===== config.mk =====
export PLATFORM = sky130hd
export DESIGN_NAME = dpfd_cfg_regs
export DESIGN_NICKNAME = d
export VERILOG_FILES = /design/src/rtl/dpfd_pkg.sv /design/src/rtl/dpfd_cfg_regs.sv
export SDC_FILE = /design/constraint.sdc
export NUM_CORES = 1
export LEC_CHECK = 0
export BUFFER_PORTS_ARGS = -buffer_cell sky130_fd_sc_hd__buf_2
export CAP_MARGIN = 20
export CORE_AREA = 2 2 115 117
export DETAILED_ROUTE_END_ITERATION = 6
export DIE_AREA = 0 0 117 119
export PLACE_DENSITY = 0.8
export SYNTH_ARGS = -nofsm -noshare
export SYNTH_HDL_FRONTEND = slang
export SYNTH_SLANG_ARGS = --single-unit

===== constraint.sdc =====
create_clock -name clk -period 2 [get_ports clk]
set_input_delay 0.6 -clock clk [delete_from_list [all_inputs] [get_ports clk]]
set_output_delay 0.6 -clock clk [all_outputs]
set_load 0.05 [all_outputs]

===== src/rtl/dpfd_pkg.sv =====
// Package for the filtered-derivative PID block: widths, codes, payload and
// configuration types. Depends on nothing.
package dpfd_pkg;

  localparam int COEF_FRAC_BITS = 16;
  localparam int SAMPLE_BITS    = 16;
  localparam int COEF_BITS      = COEF_FRAC_BITS + 8;
  localparam int ERR_BITS       = SAMPLE_BITS + 1;
  localparam int HIST_BITS      = 32;
  localparam int NUM_CFG        = 8;
  localparam int CFG_IDX_BITS   = $clog2(NUM_CFG);
  localparam int CFG_DATA_BITS  = (COEF_BITS > SAMPLE_BITS) ? COEF_BITS : SAMPLE_BITS;

  typedef enum logic [CFG_IDX_BITS-1:0] {
    CFG_COEF_OUT1 = 3'd0,
    CFG_COEF_OUT2 = 3'd1,
    CFG_COEF_ERR0 = 3'd2,
    CFG_COEF_ERR1 = 3'd3,
    CFG_COEF_ERR2 = 3'd4,
    CFG_SETPOINT  = 3'd5,
    CFG_DRIVE_MIN = 3'd6,
    CFG_DRIVE_MAX = 3'd7
  } cfg_idx_t;

  typedef enum logic {
    REQ_SAMPLE = 1'b0,
    REQ_CLEAR  = 1'b1
  } req_t;

  typedef enum logic [1:0] {
    LIM_NONE = 2'd0,
    LIM_MAX  = 2'd1,
    LIM_MIN  = 2'd2
  } lim_t;

  typedef struct packed {
    req_t                          req_type;
    logic signed [SAMPLE_BITS-1:0] measured;
  } in_word_t;

  typedef struct packed {
    logic signed [SAMPLE_BITS-1:0] drive;
    lim_t                          limit_hit;
  } out_word_t;

  typedef struct packed {
    logic signed [COEF_BITS-1:0]   coef_out1;
    logic signed [COEF_BITS-1:0]   coef_out2;
    logic signed [COEF_BITS-1:0]   coef_err0;
    logic signed [COEF_BITS-1:0]   coef_err1;
    logic signed [COEF_BITS-1:0]   coef_err2;
    logic signed [SAMPLE_BITS-1:0] setpoint;
    logic signed [SAMPLE_BITS-1:0] drive_min;
    logic signed [SAMPLE_BITS-1:0] drive_max;
  } cfg_t;

endpackage


===== src/rtl/dpfd_cfg_regs.sv =====
// Configuration register file for the PID block.
// Depends on dpfd_pkg.
module dpfd_cfg_regs
  import dpfd_pkg::*;
(
  input  logic                     clk,
  input  logic                     rst_n,
  input  logic                     cfg_we,
  input  logic [CFG_IDX_BITS-1:0]  cfg_index,
  input  logic [CFG_DATA_BITS-1:0] cfg_wdata,
  output cfg_t                     cfg
);

  cfg_t cfg_r;
  cfg_t cfg_nxt;

  always_comb begin
    cfg_nxt = cfg_r;
    if (cfg_we) begin
      case (cfg_idx_t'(cfg_index))
        CFG_COEF_OUT1: cfg_nxt.coef_out1 = cfg_wdata[COEF_BITS-1:0];
        CFG_COEF_OUT2: cfg_nxt.coef_out2 = cfg_wdata[COEF_BITS-1:0];
        CFG_COEF_ERR0: cfg_nxt.coef_err0 = cfg_wdata[COEF_BITS-1:0];
        CFG_COEF_ERR1: cfg_nxt.coef_err1 = cfg_wdata[COEF_BITS-1:0];
        CFG_COEF_ERR2: cfg_nxt.coef_err2 = cfg_wdata[COEF_BITS-1:0];
        CFG_SETPOINT:  cfg_nxt.setpoint  = cfg_wdata[SAMPLE_BITS-1:0];
        CFG_DRIVE_MIN: cfg_nxt.drive_min = cfg_wdata[SAMPLE_BITS-1:0];
        CFG_DRIVE_MAX: cfg_nxt.drive_max = cfg_wdata[SAMPLE_BITS-1:0];
        default: cfg_nxt = cfg_r;
      endcase
    end
  end

  always_ff @(posedge clk) begin
    if (!rst_n) begin
      cfg_r.coef_out1 <= '0;
      cfg_r.coef_out2 <= '0;
      cfg_r.coef_err0 <= '0;
      cfg_r.coef_err1 <= '0;
      cfg_r.coef_err2 <= '0;
      cfg_r.setpoint  <= '0;
      cfg_r.drive_min <= {1'b1, {(SAMPLE_BITS-1){1'b0}}};
      cfg_r.drive_max <= {1'b0, {(SAMPLE_BITS-1){1'b1}}};
    end else begin
      cfg_r <= cfg_nxt;
    end
  end

  assign cfg = cfg_r;

endmodule


# --- After elaboration in Yosys (flattened, before gate mapping) ---
# Cells that the tools add are included.
op_classes:
  addsub: 0
  n_mul: 0
  div: 0
  magnitude_cmp: 0
  n_eq_ne: 7
  n_shift: 0
  mux: 0
  n_bitwise: 0
  n_reduce_logical: 9
op_table:
  columns: ["op", "count"]
  rows:
  - ["AND reduction 2 bit", 8]
  - ["equality test 3 bit (second input constant)", 4]
  - ["equality test 3 x 2 -> 1 bit (second input constant)", 2]
  - ["equality test 3 x 1 -> 1 bit (second input constant)", 1]
  - ["logical NOT 3 bit", 1]
word_totals:
  register_bits: 168
  latch_bits: 0
  ramBits: 0
  romBits: 0
  inputBits: 30
  output_inout_bits: 168
  word_cells: 24
  memories: 0

# --- Depth between registers and ports, before layout ---
# Gate-level depths: netlist of the first run.
logic_depth:
  word_depth: 2
  ltp_mapped: 5

# --- Worst setup path after synthesis of the first run ---
# No wires, ideal clock.
synth_timing:
  kind: "input -> register"
  startpoint: "input port cfg_index[0]"
  endpoint: "register cfg_r (netlist bit cfg[144])"
  arrival_time_ns: 1.527
  required_ns: 1.876
  slack_ns: 0.349
  stages: 4
  n_path_buf: 2
  cell_sequence: "or4b_1 -> buf_6 -> buf_12 -> mux2i_1"
synth_between:
  elab_chain_cells: 2
synth_rtl:
  columns: ["element", "line", "text"]
  rows:
  - ["start, declared", "dpfd_cfg_regs.sv:9", "input logic [CFG_IDX_BITS-1:0] cfg_index,"]
  - ["logical NOT 3 bit", "dpfd_cfg_regs.sv:20", "case (cfg_idx_t'(cfg_index))"]
  - ["AND reduction 2 bit (no line)", null, null]
  - ["end signal, assigned", "dpfd_cfg_regs.sv:45", "cfg_r <= cfg_nxt;"]
  - ["end, declared", "dpfd_cfg_regs.sv:14", "cfg_t cfg_r;"]
# Every way passes these cells.
# A chain may end at the register's enable or synchronous reset.

# --- Final worst setup path of the first run ---
layout_timing:
  startpoint: "register cfg_r (netlist bit cfg[86])"
  endpoint: "output port cfg[86] in the netlist's numbering"
layout_rtl:
  columns: ["element", "line", "text"]
  rows:
  - ["end, declared", "dpfd_cfg_regs.sv:11", "output cfg_t cfg"]
# No word-level cell between the ends.

==> metrics, run 1 <==
critical path class=flip-flop to primary output; final setup fails=0; TritonCTS Buffers=17; CTS tree=yes; DRT iter0 DRCs=between 200 and 250; sequential area share after synthesis=between 50% and 60%; clock buffer depth=2; largest stage delay on the critical path=0.36 ns; internal power=0.00571 W; Comb power frac=9.5%; Synth cell types=15; VDD IR-drop max=about 0.63 mV; capture point of the worst path=cfg[86]; Simple-Gate Fraction of Synth Area=15.2%; status=finished, final reports clean; Clock Latency Late Sink=0.41 ns; Die ar.=13,900 µm²; skew final=0 ns; first-pass GRT wire length=23,400 µm; CP required=between 1 and 1.5 ns; pin count of the biggest net entering global routing=42; initial antenna violation count=0; Worst setup SP type=flip-flop; Post-CTS Setup Bufs=0; standard-cell rows=42; max-slew violations=0; via count=4,756; vias in the first global route=4,625; Data arrival, critical path=1.05 ns; FF+latch count, synth=168; fin crit period=1.65 ns; Worst Setup SP=cfg[86]; Area Growth Syn to Fin=30.3%; Pwr Density=927 nW/µm²; worst r2r src=cfg[12]; die span in y=119 µm; placer congestion estimate=0.801; CP Max Fanout=2; CP cell instances=buf_2; filler cell count=about 1,100; xor and xnor area share after synthesis=0%; synthesized area=slightly above 6000 µm²; Die X=117 µm; CTS resizes=0; fin cells=~980; layout cells sized above 1=between 30% and 40%; Detailed Route WL=between 10,000 and 15,000 µm; Max Freq=606 MHz; H-tree lvl count=4; Synth warnings=0; sequential share of power=a little under half; crit share post-route=82.5%; largest family of logic cells by synthesized area=multiplexers; Compound-Gate Fraction of Synth Area=0%; Final #Nets=818; post-DR wirelength/cell=roughly 15 µm; drt first pass iters=4; I/O pin cnt=198; R2R Setup Slk=about 1.4 ns; highest-delay cell along the critical path=dfxtp_1; Vias/cell=4.88; final hold viol count=0; drt drc=0; Worst-Margin Slew=roughly 0.37 ns; Final ANT Viol Nets=0; synthesized instance count=around 600; max reg flops=168; Total Neg Setup Slack=0 ns; slew margin rel.=75.5%; hpwl dp=approximately 10,000 µm; RR Endpoint=cfg[12]; P_leak=between 4 and 5 nW; syn_area_per_cell=roughly 10 µm²; Clk network pwr share=between 40% and 50%; dpl cells=945; Net Sw Power=between 0.0015 and 0.002 W; critical path's top delay family=flip-flops; CP bufs+invs=1; Hold Startpoint=cfg_wdata[11]; port bufs=197; max-cap viol count=0; RSZ-0062 raised after global routing=false; n_diodes=0; GRT Util Overall=21.8%; post-synthesis mux area share=a little over a quarter; worst hold path type=input port to flip-flop; cts hold-fix bufs=0; R2R cell count=2; endpoint class of the critical path=primary output; post-synthesis adder-cell area fraction=0%; grt ovf=0; Clk Tree Root Cell=clkbuf_16; syn_nets=between 600 and 700; Worst-path clk slew=approximately 0.06 ns; Core ar.=12,900 µm²; critical path depth=1; Clock Sinks=around 170; Switching Fraction=24.0%; Initial Util=between 40% and 50%
cell usage in the layout (no fill, tap or decap), types with 4 or more instances in the layout:
cell,Yosys,layout
mux2i_1,168,168
dfxtp_1,168,168
nand2_1,176,176
clkbuf_16,0,17
buf_2,18,196
nor2b_1,32,32
buf_4,1,9
clkbuf_8,0,4
buf_12,2,11
how the worst min path moves through the flow:
stage               endpoint  slack (ns)  cells past startpoint
floorplan           cfg[120]        0.67                      2
global placement     cfg[15]        0.44                      2
detailed placement  cfg[127]        0.45                      2
CTS                  cfg[11]        0.43                      3
global route          cfg[7]        0.46                      3
finish               cfg[11]        0.45                      3
routing by layer:
metal | track usage, % | vias up | wire [µm]
met5 | 0 | - | 0
met4 | 8.16 | 0 | 308
met3 | 7.58 | 21 | 1070
met2 | 34.4 | 152 | 6710
met1 | 27.5 | 2235 | 6870
li1 | - | 2348 | -
Yosys cell counts (all sizes together):
library cell	number	area [µm²]
nand2	176	661
dfxtp	168	3360
mux2i	168	1680
nor2b	32	200
buf	26	164
clkbuf	18	67.6
nand4b	3	26.3
nand4bb	2	22.5
and4	1	10.0
and4bb	1	12.5
or4b	1	10.0
cell families (layout without fill, tap and decap cells):
kind of cell	Yosys count	in the layout
AND/OR/NAND/NOR	216	216
buffers and inverters	44	247
flip-flops	168	168
multiplexers	168	168
tightest hold or removal path, delay by kind of cell:
| kind | cells | cell delay, ns |
|---|---|---|
| muxes | 1 | 0.11 |
| and+or+nand+nor | 1 | 0.04 |
| buffers and inverters | 1 | 0.08 |
per-stage QoR:
step / total power (W) / hold slack (ns) / util (%) / setup WS, ns / cell area (µm²)
after floorplan: 0.00403 / 0.674 / - / 0.349 / 6220
after global placement: 0.00424 / 0.440 / 58.2 / 0.0998 / 7500
after detailed placement: 0.00424 / 0.445 / 58.2 / 0.0832 / 7500
after CTS: 0.00759 / 0.431 / 62.9 / 0.331 / 8100
after global routing: 0.00775 / 0.456 / 62.9 / 0.299 / 8100
final: 0.00751 / 0.448 / 62.9 / 0.350 / 8100
final cells by class:
type | instances | area (µm²) | share of cell area, %
tap | 176 | 220 | 2.72
sequential | 168 | 3360 | 41.5
timing repair buffer | 217 | 1280 | 15.8
clock buffer | 23 | 488 | 6.02
multi-input combinational | 384 | 2630 | 32.5
clock inverter | 7 | 118 | 1.45
power groups by stage:
stage | combinational, W | clock [W] | sequential [W]
final | 0.000712 | 0.00334 | 0.00346
after detailed placement | 0.000714 | 0 | 0.00353
after CTS | 0.000716 | 0.00342 | 0.00346
after global placement | 0.000709 | 0 | 0.00353
after floorplan | 0.000238 | 0 | 0.00379
after global routing | 0.000754 | 0.00354 | 0.00346
Power figures use the tool's default switching activity.
==> run 2, diff against run 1 <==
- CORE_AREA: 2 2 115 117 -> 2 2 120 122
- DIE_AREA: 0 0 117 119 -> 0 0 122 124
- PLACE_DENSITY: 0.8 -> 0.78
- clock period: 2 -> 1.4 ns (I/O delays scaled with it)
==> run 2 against run 1 <==
Compared with the run above:
- register-to-register slack got worse by 0.64 ns
- utilization increased by 4.3 points
- final cell count increased by 1.2%
- design area increased by 14%
- hold slack got worse by 0.19 ns
- global-route usage decreased by 0.092 points
- wire length increased by 14%
- critical endpoint is now cfg[59]
- highest routed layer unchanged
==> metrics, run 2 (synthesis gave the netlist of run 1 again) <==
status=finished, final reports clean (unchanged); cts hold-fix bufs=0 (unchanged); highest-delay cell along the critical path=dfxtp_1 (unchanged); vias in the first global route=4,760 (was 4,625); Worst-path clk slew=0.06 ns (about the same); hpwl dp=10,800 µm (was 10,300 µm); VDD IR-drop max=0.768 mV (was 0.632 mV); I/O pin cnt=198 (unchanged); Area Growth Syn to Fin=48.4% (was 30.3%); commonest non-fill, non-tap cells in the layout=176 x nand2_1, 168 x mux2i_1, 152 x buf_6 (was 196 x buf_2, 176 x nand2_1, 168 x mux2i_1, 168 x dfxtp_1, 32 x nor2b_1); Die X=122 µm (was 117 µm); Detailed Route WL=17,000 µm (was 15,000 µm); final hold viol count=0 (unchanged); Clk network pwr share=43.2% (was 44.5%); Initial Util=45.3% (was 48.3%); TritonCTS Buffers=17 (unchanged); CP cell instances=buf_4 (was buf_2); Worst-Margin Slew=0.396 ns (was 0.367 ns); Final ANT Viol Nets=0 (unchanged); Die ar.=15,100 µm² (was 13,900 µm²); Clock Sinks=168 (unchanged); sequential share of power=46.0% (about the same); Core ar.=13,700 µm² (was 12,900 µm²); critical path's top delay family=flip-flops (unchanged); first-pass GRT wire length=25,100 µm (was 23,400 µm); Comb power frac=10.7% (was 9.5%); DRT iter0 DRCs=236 (was 225); Pwr Density=1170 nW/µm² (was 927 nW/µm²); clock buffer depth=2 (unchanged); die span in y=124 µm (was 119 µm); worst hold path type=input port to flip-flop (unchanged); grt ovf=0 (unchanged); FF+latch area=3450 µm² (was 3360 µm²); Final #Nets=826 (was 818); max-slew violations=0 (unchanged); endpoint class of the critical path=primary output (unchanged); final worst slack=0.0133 ns (was 0.350 ns); Clock Latency Late Sink=0.42 ns (was 0.41 ns); internal power=0.00815 W (was 0.00571 W); pin count of the biggest net entering global routing=45 (was 42); CP Max Fanout=2 (unchanged); CP required=0.98 ns (was 1.40 ns); P_leak=4.54 nW (was 4.32 nW); Max Freq=721 MHz; final setup fails=0 (unchanged); largest stage delay on the critical path=0.34 ns (was 0.36 ns); filler cell count=1,013 (was 1,056); max-cap viol count=0 (unchanged); drt drc=0 (unchanged); n_diodes=0 (unchanged); max reg flops=168 (unchanged); dpl cells=957 (was 945); fin cells=987 (was 975); GRT Util Overall=21.7% (was 21.8%); Total Neg Setup Slack=0 ns (unchanged); drt first pass iters=4 (unchanged); Worst setup SP type=flip-flop (unchanged); Clk Tree Root Cell=clkbuf_16 (unchanged); skew final=0 ns (unchanged); commonest non-fill, non-tap cell in the layout=nand2_1 (was buf_2); slew margin rel.=73.6% (was 75.5%); fin crit period=approximately 1.4 ns; critical path class=flip-flop to primary output (unchanged); post-DR wirelength/cell=17.3 µm (was 15.3 µm); standard-cell rows=43 (was 42); initial antenna violation count=0 (unchanged); CP bufs+invs=1 (unchanged); Switching Fraction=24.6% (was 24.0%); Hold Slack=0.258 ns (was 0.448 ns); Data arrival, critical path=0.97 ns (was 1.05 ns); CTS tree=yes (unchanged); Net Sw Power=0.00266 W (was 0.00180 W); Vias/cell=4.97 (was 4.88); layout cells sized above 1=40.9% (was 31.3%); Multi-input gate area=2640 µm² (was 2630 µm²); pre-CTS setup slack=-0.153 ns (was 0.0832 ns); Post-CTS Setup Bufs=0 (unchanged); port bufs=197 (unchanged); placer congestion estimate=0.772 (was 0.801); via count=4,910 (was 4,756); crit share post-route=99.1%; H-tree lvl count=4 (unchanged)
run 2: area by class of cell:
cell class,count,share of cell area [%]
clock buffers,22,5.35
clock inverters,8,1.03
multi-input cells,384,28.6
well taps,180,2.44
flip-flops and latches,168,37.4
repair buffers,225,25.2
run 2: layer usage:
layer	vias to the layer above	GRT usage, %	share of wire (%)
met5	-	0	0
met4	0	9.34	2.5
met3	32	7.10	7.3
met2	158	35.8	50
met1	2354	26.2	41
li1	2366	-	-
run 2: final timing paths:
kind                       from        to  slack [ns]  cells past startpoint
setup / recovery        cfg[59]   cfg[59]        0.01                      1
hold / removal    cfg_wdata[15]   cfg[31]        0.26                      3
setup reg to reg        cfg[90]   cfg[90]        0.71                      2
hold reg to reg        cfg[102]  cfg[102]        0.46                      2
run 2: per-stage QoR:
| step | power [W] | utilization, % | cell area, µm² |
|---|---|---|---|
| 4_1_cts | 0.0108 | 64.3 | 8820 |
| 2_1_floorplan | 0.00575 | - | 6220 |
| 5_1_grt | 0.0111 | 67.3 | 9230 |
| 3_5_place_dp | 0.00608 | 55.1 | 7570 |
| 3_3_place_gp | 0.00607 | 55.1 | 7570 |
| 6_report | 0.0108 | 67.3 | 9230 |
run 2: worst register-to-register path: stages (launching register included):
cell and delay, ns:
dfxtp_1 0.36, nand2_1 0.07, mux2i_1 0.18
run 2: power by group through the flow:
stage | sequential [W] | clock, W | combinational [W]
after floorplan | 0.00541 | 0 | 0.000341
after detailed placement | 0.00505 | 0 | 0.00104
after global placement | 0.00504 | 0 | 0.00103
after global routing | 0.00498 | 0.00493 | 0.00122
after CTS | 0.00496 | 0.00473 | 0.00112
final | 0.00498 | 0.00467 | 0.00116
run 2: repair_timing:
item / 4_1_cts / 5_1_grt
setup endpoints to repair: 168 / 125
pin swaps: 0 / 0
hold endpoints to repair: 0 / 0
resized for setup: 243 / 146
